**src/rtl/pcsf_pkg.sv**
```systemverilog
// ----------------------------------------------------------------------------
// pcsf_pkg
// Shared types, constants and helpers of the per-channel sample filter.
// ----------------------------------------------------------------------------
package pcsf_pkg;

   localparam int NUM_CODES    = 64;
   localparam int NUM_SOURCES  = 4;
   localparam int TIME_BITS    = 48;

   localparam int CODE_BITS    = 6;
   localparam int SRC_BITS     = 2;
   localparam int PERIOD_BITS  = 32;
   localparam int MASK_BITS    = 64;
   localparam int MASK_REGS    = 4;
   localparam int CSR_IDX_BITS = 3;
   localparam int CSR_DATA_BITS = 64;

   localparam int NUM_CHANNELS = NUM_SOURCES * NUM_CODES;
   localparam int CHAN_BITS    = (NUM_CHANNELS > 1) ? $clog2(NUM_CHANNELS) : 1;

   typedef logic [TIME_BITS-1:0] time_type;
   typedef logic [CHAN_BITS-1:0] chan_addr_type;

   typedef enum logic [CSR_IDX_BITS-1:0] {
      REG_MIN_PERIOD = 3'd0,
      REG_GAP_THRESH = 3'd1,
      REG_GPS_CODE   = 3'd2,
      REG_MASK_SRC0  = 3'd3,
      REG_MASK_SRC1  = 3'd4,
      REG_MASK_SRC2  = 3'd5,
      REG_MASK_SRC3  = 3'd6
   } csr_index_type;

   typedef enum logic [1:0] {
      REASON_KEPT        = 2'd0,
      REASON_ORDER       = 2'd1,
      REASON_REMOVED     = 2'd2,
      REASON_DOWNSAMPLED = 2'd3
   } reason_type;

   typedef struct packed {
      logic [PERIOD_BITS-1:0]                min_period;
      logic [PERIOD_BITS-1:0]                gap_thresh;
      logic [CODE_BITS-1:0]                  gps_code;
      logic [MASK_REGS-1:0][MASK_BITS-1:0]   remove_mask;
   } cfg_type;

   typedef struct packed {
      logic     valid;
      time_type last_time;
   } tab_look_type;

   typedef struct packed {
      logic          en;
      chan_addr_type addr;
      time_type      last_time;
   } tab_wr_type;

   typedef struct packed {
      logic       keep;
      reason_type drop_reason;
      logic       segment_start;
   } result_type;

   function automatic chan_addr_type chan_index(input logic [SRC_BITS-1:0]  src,
                                                input logic [CODE_BITS-1:0] code);
      int flat;
      flat = int'(src) * NUM_CODES + int'(code);
      return CHAN_BITS'(flat);
   endfunction

endpackage

```
**src/rtl/pcsf_csr.sv**
```systemverilog
// ----------------------------------------------------------------------------
// pcsf_csr
// Configuration registers: interval, GPS gap, GPS code and removal masks.
// ----------------------------------------------------------------------------
module pcsf_csr (
   input  logic                                  clock,
   input  logic                                  reset,
   input  logic                                  write_en,
   input  logic [pcsf_pkg::CSR_IDX_BITS-1:0]     index,
   input  logic [pcsf_pkg::CSR_DATA_BITS-1:0]    write_data,
   output pcsf_pkg::cfg_type                     cfg
);

   pcsf_pkg::cfg_type cfg_ff;
   pcsf_pkg::cfg_type cfg_in;

   always_comb begin
      cfg_in = cfg_ff;
      if (write_en) begin
         case (index)
            pcsf_pkg::REG_MIN_PERIOD:
               cfg_in.min_period = write_data[pcsf_pkg::PERIOD_BITS-1:0];
            pcsf_pkg::REG_GAP_THRESH:
               cfg_in.gap_thresh = write_data[pcsf_pkg::PERIOD_BITS-1:0];
            pcsf_pkg::REG_GPS_CODE:
               cfg_in.gps_code = write_data[pcsf_pkg::CODE_BITS-1:0];
            pcsf_pkg::REG_MASK_SRC0:
               cfg_in.remove_mask[0] = write_data[pcsf_pkg::MASK_BITS-1:0];
            pcsf_pkg::REG_MASK_SRC1:
               cfg_in.remove_mask[1] = write_data[pcsf_pkg::MASK_BITS-1:0];
            pcsf_pkg::REG_MASK_SRC2:
               cfg_in.remove_mask[2] = write_data[pcsf_pkg::MASK_BITS-1:0];
            pcsf_pkg::REG_MASK_SRC3:
               cfg_in.remove_mask[3] = write_data[pcsf_pkg::MASK_BITS-1:0];
            default: ;
         endcase
      end
   end

   always_ff @(posedge clock) begin
      if (reset) begin
         cfg_ff <= '0;
      end else begin
         cfg_ff <= cfg_in;
      end
   end

   assign cfg = cfg_ff;

endmodule

```
**config.mk**
```make
export PLATFORM = sky130hd
export DESIGN_NAME = pcsf_csr
export DESIGN_NICKNAME = d
export VERILOG_FILES = /design/src/rtl/pcsf_pkg.sv /design/src/rtl/pcsf_csr.sv
export SDC_FILE = /design/constraint.sdc
export NUM_CORES = 1
export LEC_CHECK = 0
export BUFFER_PORTS_ARGS = -buffer_cell sky130_fd_sc_hd__buf_4
export CAP_MARGIN = 20
export CELL_PAD_IN_SITES_DETAIL_PLACEMENT = 0
export CELL_PAD_IN_SITES_GLOBAL_PLACEMENT = 2
export CORE_ASPECT_RATIO = 0.5
export CORE_MARGIN = 2
export CORE_UTILIZATION = 32
export DETAILED_ROUTE_END_ITERATION = 16
export PLACE_DENSITY_LB_ADDON = 0.1
export SYNTH_ARGS = -nofsm -noshare
export SYNTH_HDL_FRONTEND = slang
export SYNTH_SLANG_ARGS = --single-unit
```
**constraint.sdc**
```tcl
create_clock -name clock -period 1.6 [get_ports clock]
set_input_delay 0.24 -clock clock [delete_from_list [all_inputs] [get_ports clock]]
set_output_delay 0.24 -clock clock [all_outputs]
set_load 0.02 [all_outputs]
```
==> impl_metrics.sql <==
INSERT INTO impl_metrics (metric_group, metric, value, unit) VALUES
('placement', 'port_buffers', '395', ''),
('power', 'power.ir.vdd_worst', '0.711', 'mV'),
('grt', 'grt_antenna_before_repair', '0', ''),
('cts', 'clk_path_buf_depth', '3', ''),
('cts', 'cts_hold_repair.buffers', '9', ''),
('sta', 'grt_setup_unrepaired', 'false', ''),
('sta', 'min_clock_period_post_route', '1350', 'ps'),
('sta', 'max-slew-margin-rel', '69.4', '%'),
('cts', 'postCtsSetupRepairBufs', '0', ''),
('floorplanning', 'die_width', '286', 'um'),
('cts', 'h-tree-depth', '1', ''),
('outcome', 'run_status', 'finished, final reports clean', ''),
('critical_path', 'path_max_fanout', '2', ''),
('cells_and_area', 'multi_input_area', '5850', 'um2'),
('synth', 'synth_fp_nets', '1206', ''),
('floorplanning', 'coreArea', '39100', 'um2'),
('sta', 'final_period_utilization', '84.5', '%'),
('power', 'p_per_area', '979', 'nW/um2'),
('critical_path', 'critical-path-slowest-cell', 'sky130_fd_sc_hd__dfxtp_1', ''),
('detailed_routing', 'avgViaCountPerCell', '4.40', ''),
('sta', 'timing.hold.ws', '24.1', 'ps'),
('placement', 'globalplace.congestion', '0.768', ''),
('synth', 'sequential_to_total_area_share_from_yosys_stat', '51.3', '%'),
('sta', 'setup_tns', '0', 'ps'),
('grt', 'vias_in_the_first_global_route', '9608', ''),
('cts', 'cts-resized-gates', '0', ''),
('critical_path', 'path_class', 'reg -> out', ''),
('detailed_routing', 'dr.first_iter.drc_count', '274', ''),
('cts', 'source_to_sink_clock_delay_at_the_later_pin_of_the_worst_skew_pair', '560', 'ps'),
('detailed_routing', 'route.detailed.wl_per_inst', '18.5', 'um'),
('synth', 'ys.warnings.count', '0', ''),
('cells_and_area', 'drive_above_1_share', '31.3', '%'),
('grt', 'grt_first_pass_wirelength', '58400', 'um'),
('floorplanning', 'fp.dieArea', '41500', 'um2'),
('cts', 'cts_made_buffers', '31', ''),
('cts', 'clock_tree_from_tritoncts', 'done', ''),
('synth', 'postSynthRegisterBits', '326', ''),
('cells_and_area', 'fill_cells', '3721', ''),
('cells_and_area', 'largest_register_ffs', '326', ''),
('floorplanning', 'initial_core_util', '32.6', '%'),
('cts', 'cts_root_buffer', 'sky130_fd_sc_hd__clkbuf_16', ''),
('cells_and_area', 'finalInstanceArea', '17600', 'um2'),
('sta', 'worst_slew_pin_slew', '459', 'ps'),
('cells_and_area', 'seqCellArea', '6530', 'um2'),
('sta', 'timing.final.setup_violations', '0', ''),
('detailed_routing', 'drcViolationCount', '0', ''),
('cts', 'clock_sink_count', '326', ''),
('grt', 'grt_start_max_net_pins', '43', ''),
('grt', 'grt.total_usage', '18.0', '%'),
('placement', 'cell_count_after_placement', '2017', ''),
('cts', 'clkTransAtPathRegs', '60', 'ps'),
('detailed_routing', 'drt-pass1-iter-count', '4', ''),
('detailed_routing', 'route.antenna.remaining_nets', '0', ''),
('flow_run', 'timing.max_cap.violations', '0', ''),
('synth', 'number_of_instances_in_the_synthesized_netlist', '1136', ''),
('power', 'power_leakage', '8.78', 'nW'),
('cells_and_area', 'layout-area-overhead-vs-synth', '38.0', '%'),
('synth', 'netlist_area', '12700', 'um2'),
('critical_path', 'cp-end-kind', 'primary output', ''),
('placement', 'placed_area', '16500', 'um2'),
('cells_and_area', 'final_net_count', '1599', ''),
('critical_path', 'critical-path-top-delay-family', 'flip-flops', ''),
('placement', 'hpwlAfterDp', '27700', 'um'),
('synth', 'netlist-cell-type-count', '14', ''),
('detailed_routing', 'vias', '9141', ''),
('critical_path', 'cp_cell_sequence', 'buf_4', ''),
('min_path', 'min_path_type', 'in -> reg', ''),
('critical_path', 'critPathLaunchType', 'register', ''),
('critical_path', 'crit_required', '1360', 'ps'),
('critical_path', 'arrival', '1110', 'ps'),
('sta', 'timing.clock.skew', '0', 'ps'),
('sta', 'clock.fmax', '740', 'MHz'),
('grt', 'grt-ovfl-total', '0', ''),
('cells_and_area', 'n_antenna_cell', '0', ''),
('floorplanning', 'row_count', '51', ''),
('cells_and_area', 'final-instance-count-excl-fill', '2078', ''),
('detailed_routing', 'drt_wl_total', '38400', 'um'),
('synth', 'avgSynthCellArea', '11.2', 'um2'),
('sta', 'final_hold_viol_count', '0', ''),
('floorplanning', 'dieHeight', '145', 'um'),
('placement', 'pre_cts_ws', '142', 'ps'),
('sta', 'final_max_slew_viol_count', '0', ''),
('critical_path', 'critical_path.max_stage_delay', '380', 'ps'),
('critical_path', 'cp_num_buf_inv', '1', ''),
('floorplanning', 'io_pins', '396', ''),
('sta', 'fin_ws', '249', 'ps');
## worst register-to-register path: cells and delay by family, from the launching register on
family	cells	cell delay, ps
DFF	1	360
muxes	1	160
and+or+nand+nor	1	70
## path summary, 6_finish.rpt
check | start | end | slack (ps) | cells after the start
setup reg to reg | cfg[102]$_SDFFE_PP0P_ | cfg[102]$_SDFFE_PP0P_ | 940 | 2
hold reg to reg | cfg[279]$_SDFFE_PP0P_ | cfg[279]$_SDFFE_PP0P_ | 470 | 2
hold / removal | write_data[42] | cfg[170]$_SDFFE_PP0P_ | 20 | 3
setup / recovery | cfg[107]$_SDFFE_PP0P_ | cfg[107] | 250 | 1
## cells in the final DEF (no fill, tap or decap), types with 3 or more instances in the layout
cell type | synthesis | layout
sky130_fd_sc_hd__clkbuf_8 | 0 | 7
sky130_fd_sc_hd__dfxtp_1 | 326 | 326
sky130_fd_sc_hd__buf_4 | 2 | 417
sky130_fd_sc_hd__dlygate4sd3_1 | 0 | 9
sky130_fd_sc_hd__clkinv_2 | 0 | 4
sky130_fd_sc_hd__nand4b_1 | 3 | 3
sky130_fd_sc_hd__mux2i_1 | 326 | 326
sky130_fd_sc_hd__clkbuf_16 | 0 | 31
sky130_fd_sc_hd__clkbuf_1 | 43 | 8
sky130_fd_sc_hd__buf_12 | 1 | 17
sky130_fd_sc_hd__nand2b_1 | 390 | 390
## layout make-up
class,instances,area share [%]
Clock inverter,6,0.335
Sequential cell,326,37.1
Timing Repair Buffer,444,20.3
Tap cell,530,3.77
Clock buffer,46,5.13
Multi-Input combinational cell,726,33.3
## metal layers
layer  global-route usage, %  wire, um  vias to the layer above
met1                    20.8     15700                     4394
met2                    33.9     20500                      162
li1                        -         -                     4535
met5                       0         0                        -
met4                    4.14       850                        0
met3                    3.30      1380                       50
## synthesized netlist by cell type
cell                        instances  area [um2]
sky130_fd_sc_hd__buf_2             36         180
sky130_fd_sc_hd__nor4bb_1           1        10.0
sky130_fd_sc_hd__and4b_1            1        10.0
sky130_fd_sc_hd__nand2b_1         390        2440
sky130_fd_sc_hd__nand4b_1           3        26.3
sky130_fd_sc_hd__or4b_4             1        13.8
sky130_fd_sc_hd__nand4bb_1          3        33.8
sky130_fd_sc_hd__nor4b_1            1        8.76
sky130_fd_sc_hd__mux2i_1          326        3260
sky130_fd_sc_hd__dfxtp_1          326        6530
sky130_fd_sc_hd__clkbuf_1          43         161
sky130_fd_sc_hd__buf_6              2        22.5
sky130_fd_sc_hd__buf_12             1        20.0
sky130_fd_sc_hd__buf_4              2        15.0
## power by group
| group | total, mW | switching [mW] | internal, mW |
|---|---|---|---|
| combinational | 1.59 | 0.830 | 0.757 |
| clock | 7.21 | 3.19 | 4.02 |
| sequential | 8.40 | 0.101 | 8.29 |
## per-stage QoR
| stage | power (mW) | utilization [%] |
|---|---|---|
| global placement | 10.2 | 42.3 |
| global route | 17.9 | 45.0 |
| floorplan | 9.44 | - |
| finish | 17.2 | 45.0 |
| CTS | 17.4 | 45.0 |
| detailed placement | 10.2 | 42.3 |
## logic make-up after synthesis
kind of cell	Yosys count	synth area share, %
buffers and inverters	84	3.14
flip-flops	326	51.3
multiplexers	326	25.6
AND/OR/NAND/NOR	400	20.0
No activity file was read; power rests on OpenSTA's default activity.
