### src/rtl/pcsf_pkg.sv
// ----------------------------------------------------------------------------
// pcsf_pkg
// Shared types, constants and helpers of the per-channel sample filter.
// ----------------------------------------------------------------------------
package pcsf_pkg;

   localparam int NUM_CODES    = 64;
   localparam int NUM_SOURCES  = 4;
   localparam int TIME_BITS    = 48;

   localparam int CODE_BITS    = 6;
   localparam int SRC_BITS     = 2;
   localparam int PERIOD_BITS  = 32;
   localparam int MASK_BITS    = 64;
   localparam int MASK_REGS    = 4;
   localparam int CSR_IDX_BITS = 3;
   localparam int CSR_DATA_BITS = 64;

   localparam int NUM_CHANNELS = NUM_SOURCES * NUM_CODES;
   localparam int CHAN_BITS    = (NUM_CHANNELS > 1) ? $clog2(NUM_CHANNELS) : 1;

   typedef logic [TIME_BITS-1:0] time_type;
   typedef logic [CHAN_BITS-1:0] chan_addr_type;

   typedef enum logic [CSR_IDX_BITS-1:0] {
      REG_MIN_PERIOD = 3'd0,
      REG_GAP_THRESH = 3'd1,
      REG_GPS_CODE   = 3'd2,
      REG_MASK_SRC0  = 3'd3,
      REG_MASK_SRC1  = 3'd4,
      REG_MASK_SRC2  = 3'd5,
      REG_MASK_SRC3  = 3'd6
   } csr_index_type;

   typedef enum logic [1:0] {
      REASON_KEPT        = 2'd0,
      REASON_ORDER       = 2'd1,
      REASON_REMOVED     = 2'd2,
      REASON_DOWNSAMPLED = 2'd3
   } reason_type;

   typedef struct packed {
      logic [PERIOD_BITS-1:0]                min_period;
      logic [PERIOD_BITS-1:0]                gap_thresh;
      logic [CODE_BITS-1:0]                  gps_code;
      logic [MASK_REGS-1:0][MASK_BITS-1:0]   remove_mask;
   } cfg_type;

   typedef struct packed {
      logic     valid;
      time_type last_time;
   } tab_look_type;

   typedef struct packed {
      logic          en;
      chan_addr_type addr;
      time_type      last_time;
   } tab_wr_type;

   typedef struct packed {
      logic       keep;
      reason_type drop_reason;
      logic       segment_start;
   } result_type;

   function automatic chan_addr_type chan_index(input logic [SRC_BITS-1:0]  src,
                                                input logic [CODE_BITS-1:0] code);
      int flat;
      flat = int'(src) * NUM_CODES + int'(code);
      return CHAN_BITS'(flat);
   endfunction

endpackage

### src/rtl/pcsf_decide.sv
// ----------------------------------------------------------------------------
// pcsf_decide
// Applies the order, removal, interval and GPS segment rules to one sample.
// ----------------------------------------------------------------------------
module pcsf_decide (
   input  logic                              clock,
   input  logic                              reset,
   input  logic                              commit,
   input  pcsf_pkg::time_type                time_ms,
   input  logic [pcsf_pkg::CODE_BITS-1:0]    data_code,
   input  logic [pcsf_pkg::SRC_BITS-1:0]     source_id,
   input  pcsf_pkg::cfg_type                 cfg,
   input  pcsf_pkg::tab_look_type            look,
   output pcsf_pkg::result_type              result,
   output pcsf_pkg::tab_wr_type              tab_wr
);

   pcsf_pkg::time_type last_time_ff;
   logic               last_valid_ff;
   pcsf_pkg::time_type gps_time_ff;
   logic               gps_valid_ff;

   logic               out_of_order;
   logic               unknown;
   logic               removed;
   logic               chan_ge;
   pcsf_pkg::time_type chan_diff;
   logic               too_soon;
   logic               keep;
   logic               is_gps;
   logic               gps_ge;
   pcsf_pkg::time_type gps_diff;
   logic               seg;

   always_comb begin
      out_of_order = last_valid_ff && (time_ms < last_time_ff);
      unknown      = (int'(source_id) >= pcsf_pkg::NUM_SOURCES) ||
                     (int'(data_code) >= pcsf_pkg::NUM_CODES);
      removed      = unknown || cfg.remove_mask[source_id][data_code];
      chan_ge      = time_ms >= look.last_time;
      chan_diff    = time_ms - look.last_time;
      too_soon     = look.valid &&
                     (!chan_ge ||
                      (chan_diff < pcsf_pkg::TIME_BITS'(cfg.min_period)));
      keep         = !out_of_order && !removed && !too_soon;
      is_gps       = data_code == cfg.gps_code;
      gps_ge       = time_ms >= gps_time_ff;
      gps_diff     = time_ms - gps_time_ff;
      seg          = keep && is_gps &&
                     (!gps_valid_ff ||
                      (gps_ge && (gps_diff > pcsf_pkg::TIME_BITS'(cfg.gap_thresh))));

      result.keep          = keep;
      result.segment_start = seg;
      if (out_of_order) begin
         result.drop_reason = pcsf_pkg::REASON_ORDER;
      end else if (removed) begin
         result.drop_reason = pcsf_pkg::REASON_REMOVED;
      end else if (too_soon) begin
         result.drop_reason = pcsf_pkg::REASON_DOWNSAMPLED;
      end else begin
         result.drop_reason = pcsf_pkg::REASON_KEPT;
      end

      tab_wr.en        = commit && keep;
      tab_wr.addr      = pcsf_pkg::chan_index(source_id, data_code);
      tab_wr.last_time = time_ms;
   end

   always_ff @(posedge clock) begin
      if (reset) begin
         last_time_ff  <= '0;
         last_valid_ff <= 1'b0;
         gps_time_ff   <= '0;
         gps_valid_ff  <= 1'b0;
      end else if (commit) begin
         if (!out_of_order) begin
            last_time_ff  <= time_ms;
            last_valid_ff <= 1'b1;
         end
         if (keep && is_gps) begin
            gps_time_ff  <= time_ms;
            gps_valid_ff <= 1'b1;
         end
      end
   end

endmodule

### config.mk
export PLATFORM = sky130hd
export DESIGN_NAME = pcsf_decide
export DESIGN_NICKNAME = d
export VERILOG_FILES = /design/src/rtl/pcsf_pkg.sv /design/src/rtl/pcsf_decide.sv
export SDC_FILE = /design/constraint.sdc
export NUM_CORES = 1
export LEC_CHECK = 0
export ABC_AREA = 1
export CAP_MARGIN = 20
export CORE_AREA = 2 2 190 192
export CTS_BUF_LIST = sky130_fd_sc_hd__clkbuf_4 sky130_fd_sc_hd__clkbuf_8
export DETAILED_ROUTE_END_ITERATION = 10
export DIE_AREA = 0 0 192 194
export DONT_BUFFER_PORTS = 1
export HOLD_SLACK_MARGIN = 0.12
export SETUP_SLACK_MARGIN = 0.4
export SLEW_MARGIN = 0
export SYNTH_ARGS = -nofsm -noshare
export SYNTH_HDL_FRONTEND = slang
export SYNTH_SLANG_ARGS = --single-unit
export TNS_END_PERCENT = 1
### constraint.sdc
create_clock -name clock -period 6.45 [get_ports clock]
set_input_delay 1.29 -clock clock [delete_from_list [all_inputs] [get_ports clock]]
set_output_delay 1.29 -clock clock [all_outputs]
set_load 0.05 [all_outputs]
==> results of run 1 <==
==> through the flow <==
step	total power (µW)	hold slack, ps	TNS [ps]	setup WS (ps)	std cells
3_3_place_gp	1837	443.2	-17.24	-17.24	3338
2_1_floorplan	1622	430.2	0	274.1	2963
3_5_place_dp	1854	450.6	-17.16	-17.16	3338
6_report	2407	461.8	0	356.3	3380
4_1_cts	2338	466.0	0	404.6	3365
5_1_grt	2587	480.2	0	186.1	3379
==> area by class of cell <==
type	count	share of cell area (%)
multi-input combinational	2250	71.55
tap	461	3.191
clock inverter	5	0.3461
antenna	9	0.1246
clock buffer	10	0.7267
timing repair buffer	72	3.274
inverter	475	9.932
sequential	98	10.85
==> worst paths after layout <==
check,from,end,slack (ps),cells after the start
setup / recovery,time_ms[0],result[0],360,26
setup reg to reg,last_time_ff[47],gps_time_ff[36],2860,15
hold reg to reg,last_time_ff[31],last_time_ff[31],460,2
hold / removal,last_time_ff[31],last_time_ff[31],460,2
==> what timing repair did <==
| item | 4_1_cts | 5_1_grt |
|---|---|---|
| hold buffers | 0 | 0 |
| endpoints found under the hold margin | 0 | 0 |
| setup endpoints to repair | 5 | 5 |
| cloned | 0 | 0 |
| pin swaps | 34 | 36 |
| resized for setup | 104 | 123 |
| setup buffers | 12 | 6 |
==> routing by layer <==
layer  vias to the layer above  track usage (%)  share of wire (%)
li1                       9414                -                  -
met1                      8778            48.33                 43
met2                       812            57.67                 44
met3                       127            7.475                8.3
met4                         8            14.45                4.7
met5                         -                0              0.062
==> sequential cells by signal (all words and copies together) (netlist names) <==
register,cells
gps_time_ff,48
last_time_ff,48
gps_valid_ff,1
last_valid_ff,1
==> worst max-delay path: stages <==
cell	delay, ps
clkinvlp_4	90
buf_6	150
ha_2	200
fa_2	350
inv_2	80
nand3_2	80
nand3_2	80
nand2_1	70
nand2_2	160
a31oi_4	110
xnor2_2	150
ha_1	280
nand2_1	50
inv_2	70
nand3_2	80
nor3_2	180
inv_2	80
nor4b_4	280
nand2_2	130
nand3_2	90
o21bai_2	70
nand2_4	120
and3_4	210
nand2_4	60
nor2_4	100
buf_6	160
==> report_power, final <==
group / internal, µW / switching (µW)
Clock: 184 / 237
Sequential: 634 / 7.18
Combinational: 495 / 849
Total: 1310 / 1090
==> kinds of logic after synthesis <==
| family | after synthesis |
|---|---|
| AO/OA/AOI/OAI | 603 |
| AND/OR/NAND/NOR | 1368 |
| adder cells (fa/ha/maj) | 208 |
| XOR/XNOR | 71 |
| buffers and inverters | 615 |
| flip-flops | 98 |
==> placed cells by master, fill, tap and decap left out, types with 60 or more instances in the layout <==
master   Yosys  layout
nand2_1    724     698
ha_1       206     181
buf_4       58      64
o21ai_0    225     205
o22ai_1     60      60
inv_1      451     444
nor2_1     408     381
dfxtp_1     98      98
a21oi_1    228     191
nand3_1    129     119
==> results_dict.tcl, run 1 <==
set metrics [dict create \
    status "completed" \
    synth-xor-area-share_pct 3.741 \
    yosys.area.top_type "nand2_1" \
    cp_max_fo 3 \
    ioPinCount 495 \
    synth_mux_area_share_pct 0 \
    seqCellArea_mm2 0.001962 \
    fin_nets 3548 \
    async_reset_ff_share_pct 0 \
    die_x_um 192 \
    synthFlopType "dfxtp_1" \
    crit_type "in2out" \
    portBuffers 0 \
    vias 19140 \
    max-slew-margin-rel_pct 35.33 \
    rsz0062_at_grt "true" \
    multi_input_area_mm2 0.01293 \
    numCtsBuffers 9 \
    worstSetupStartpointType "input port" \
    ys_ff_latch 98 \
    clock_skew_ps 12.48 \
    path_clk_slew_ps 100 \
    min_path_type "reg2reg" \
    crit_path_end_kind "output port" \
    antenna_found_initial 13 \
    setup_viol 0 \
    p_leak_uw 0.008919 \
    avgSynthCellArea_um2 5.610 \
    min_period_ps 6094 \
    core_mm2 0.03522 \
    fin_crit_sh_pct 94.48 \
    clk_latency_ps 400 \
    design_area_mm2 0.01808 \
    final_hold_viol_count 0 \
    initial_core_util_pct 47.19 \
    fmax_mhz 164.1 \
    p_per_area_mw_per_mm2 133.1 \
    clkSinkCount 98 \
    final_util_pct 51.32 \
    grt_max_degree 136 \
    synth_compound_area_share_pct 19.65 \
    synth_top_area_share_pct 16.35 \
    netlist_area_mm2 0.01662 \
    post_dp_cell_area_mm2 0.01683 \
    tritoncts "done" \
    synth-edff-count 0 \
    netlist_top_cells_area "nand2_1, ha_1, dfxtp_1" \
    die_area_mm2 0.03725 \
    critPathArrivalTime_ps 4800 \
    overflow 0 \
    drv_slew 0 \
    irDropWorstVdd_mv 0.08949 \
    grt_pass1_wl_mm 102.2 \
    tightest_slew_ps 970.0 \
    synth_fa_ha_area_share_pct 15.75 \
    crit_required_ps 5160 \
    synth_most_common_cell "nand2_1" \
    vias_per_cell 5.662 \
    syn_to_final_growth_pct 8.746 \
    drive_gt1_share_pct 10.07 \
    synth.distinct_cells 45 \
    place_hpwl_mm 60.44 \
    synth.yosys.seq_area_share_pct 11.80 \
    drtIter0Drc 1590 \
    drt_pass1_iterations 5 \
    cts_root_buf "clkbuf_8" \
    wl_mm 70.62 \
    syn-num-nets 3605 \
    wire_per_inst_um 20.89 \
    drc 0 \
    synthSimpleGateAreaFrac_pct 33.49 \
    grt_pass1_vias 17710 \
    fp.dieH_um 194 \
    synth_cells 2963 \
    synthTopCellsByCount "nand2_1, inv_1, nor2_1, a21oi_1, o21ai_0" \
    grt_usage_pct 36.48 \
    ant_nets 0 \
    synth_warnings 0 \
    drv_cap 0 \
    h-tree-depth 3 \
    fp-row-count 69 \
    synth_top_family_by_area "simple AND/OR/NAND/NOR gates" \
    gp_congestion 1.023 \
    nFillCells 3798 \
    clock_path_buffers 2 \
]
Note: power is estimated with default switching activity, not from simulation.
==> run 2: changes to the inputs <==
Settings changed: ABC_AREA 1 to default, CORE_AREA 2 2 190 192 to 2 2 194 196, DIE_AREA 0 0 192 194 to 0 0 196 198.
==> results_dict.tcl, run 2 <==
set metrics [dict create \
    status "complete, but fails checks" \
    violations "negative setup slack" \
    design_area_mm2 0.01830 \
    fp-row-count 71 \
    final_hold_viol_count 0 \
    yosys.area.top_type "ha_1" \
    synth_most_common_cell "inv_1" \
    syn-num-nets 2595 \
    synth-edff-count 0 \
    clk_latency_ps 420 \
    cts_root_buf "clkbuf_8" \
    cpMostUsedCell "o21a_1" \
    syn_to_final_growth_pct 18.72 \
    synthTopCellsByCount "inv_1, ha_1, a21oi_1, nor2_1, nand2_1" \
    path_clk_slew_ps 90 \
    fp.dieH_um 198 \
    gp_congestion 1.084 \
    drive_gt1_share_pct 22.30 \
    h-tree-depth 3 \
    crit_type "in2out" \
    grt_max_degree 147 \
    overflow 0 \
    die_area_mm2 0.03881 \
    critPathArrivalTime_ps 5470 \
    critPathMaxStageDelay_ps 350 \
    synth_top_area_share_pct 16.72 \
    clkSinkCount 98 \
    antenna_found_initial 43 \
    final_cell_mix "buf_4, inv_1, ha_1" \
    initial_core_util_pct 41.72 \
    wl_mm 61.36 \
    final_util_pct 49.53 \
    drt_pass1_iterations 6 \
    wire_per_inst_um 23.37 \
    netlist_area_mm2 0.01542 \
    p_per_area_mw_per_mm2 126.1 \
    synth.yosys.seq_area_share_pct 12.73 \
    core_mm2 0.03696 \
    rsz0062_at_grt "true" \
    fin_nets 2754 \
    place_hpwl_mm 52.45 \
    crit_path_end_kind "output port" \
    slowest_stage "nor4_4" \
    die_x_um 196 \
    hold_slack_ps 476.7 \
    ys_ff_latch 98 \
    netlist_top_cells_area "ha_1, dfxtp_1, mux4_2" \
    dpl.cell_count 2563 \
    tritoncts "done" \
    clock_path_buffers 2 \
    portBuffers 0 \
    setup-tns-final_ps -1313 \
    drv_slew 0 \
    setup_viol 5 \
    synthFlopType "dfxtp_1" \
    drv_cap 0 \
    hold_buffers 0 \
    grt_pass1_vias 15080 \
    numCtsBuffers 9 \
    p_leak_uw 0.007759 \
    cp_max_fo 6 \
    vias 15090 \
    crit_family "compound AO/OA/AOI/OAI gates" \
    drc 0 \
    ioPinCount 495 \
    async_reset_ff_share_pct 0 \
    min_path_type "reg2reg" \
    min_period_ps 6755 \
    synth_warnings 0 \
    postLayoutSetupSlackWorst_ps -305.2 \
    worstSetupStartpointType "input port" \
    layoutNonFillerInstCount 2625 \
    vias_per_cell 5.750 \
    crit_buf_inv 2 \
    avgSynthCellArea_um2 7.894 \
    grt_usage_pct 30.84 \
    clock_skew_ps 19.44 \
    ant_nets 0 \
    fin_crit_sh_pct 104.7 \
    final_common_cell "buf_4" \
    irDropWorstVdd_mv 0.07920 \
    reg.largest.list "gps_time_ff (48), last_time_ff (48)" \
    max-slew-margin-rel_pct 40.10 \
    synth_cells 1953 \
    fmax_mhz 148.0 \
    crit_required_ps 5160 \
    grt_pass1_wl_mm 89.55 \
    synth.distinct_cells 72 \
    tightest_slew_ps 898.6 \
    drtIter0Drc 718 \
    post_dp_cell_area_mm2 0.01754 \
]
==> run 2: timing repair <==
item	in CTS	in global routing
setup buffers	11	1
gates cloned	0	0
resized for setup	61	19
pin swaps	37	18
setup endpoints to repair	5	5
==> run 2: path summary, 6_finish.rpt <==
kind / startpoint / endpoint / slack [ps] / cells past startpoint
min: gps_time_ff[25] / gps_time_ff[25] / 480 / 2
min reg2reg: gps_time_ff[25] / gps_time_ff[25] / 480 / 2
max: time_ms[13] / result[0] / -310 / 25
max reg2reg: last_time_ff[45] / gps_time_ff[18] / 2120 / 16
==> run 2: per-layer routing <==
layer | wire length (µm) | vias up | GRT usage, %
met5 | 13 | - | 0
met4 | 3904 | 2 | 19.89
met3 | 3094 | 132 | 4.020
met2 | 30630 | 577 | 55.16
met1 | 23720 | 7084 | 34.65
li1 | - | 7298 | -
==> run 2: cells by family (layout without fill, tap and decap cells) <==
kind of cell	count (synthesis)	in the layout	synth area share [%]
adder cells (fa/ha/maj)	208	208	16.98
XOR/XNOR	68	68	3.863
buffers and inverters	368	532	10.70
AND/OR/NAND/NOR	572	572	18.81
AO/OA/AOI/OAI	455	455	18.46
flip-flops	98	98	12.73
other	0	34	0
multiplexers	184	184	18.45
==> run 2: report_power, final <==
part	switching (µW)	internal [µW]
Combinational	629	645
Sequential	10.5	626
Clock	246	152
==> run 2: worst reg2reg max path, stage by stage, from the launching register on <==
cell and delay [ps]:
dfxtp_1 350, inv_1 40, ha_1 290, nand4_1 90
nor2_1 160, nand3_1 120, nor3_1 340, inv_1 80
nor4_1 370, o41ai_1 140, buf_4 180, nand2_1 170
and2_2 190, buf_4 650, nor4b_4 410, buf_12 360
mux2i_1 290
==> run 2: final cells by class <==
class                           count  area, µm²
Fill cell                        3648      18650
Multi-Input combinational cell   1487      12410
Timing Repair Buffer              279       2167
Sequential cell                    98       1962
Inverter                          237      909.6
Tap cell                          474      593.1
Clock buffer                       10      137.6
Antenna cell                       34      85.08
Clock inverter                      6      40.04
==> run 2: metrics by stage <==
step | setup slack [ps] | power (µW)
floorplan | 23.67 | 1576
global placement | -855.6 | 1841
detailed placement | -907.5 | 1859
CTS | -421.7 | 2302
global route | -603.2 | 2474
finish | -305.2 | 2308
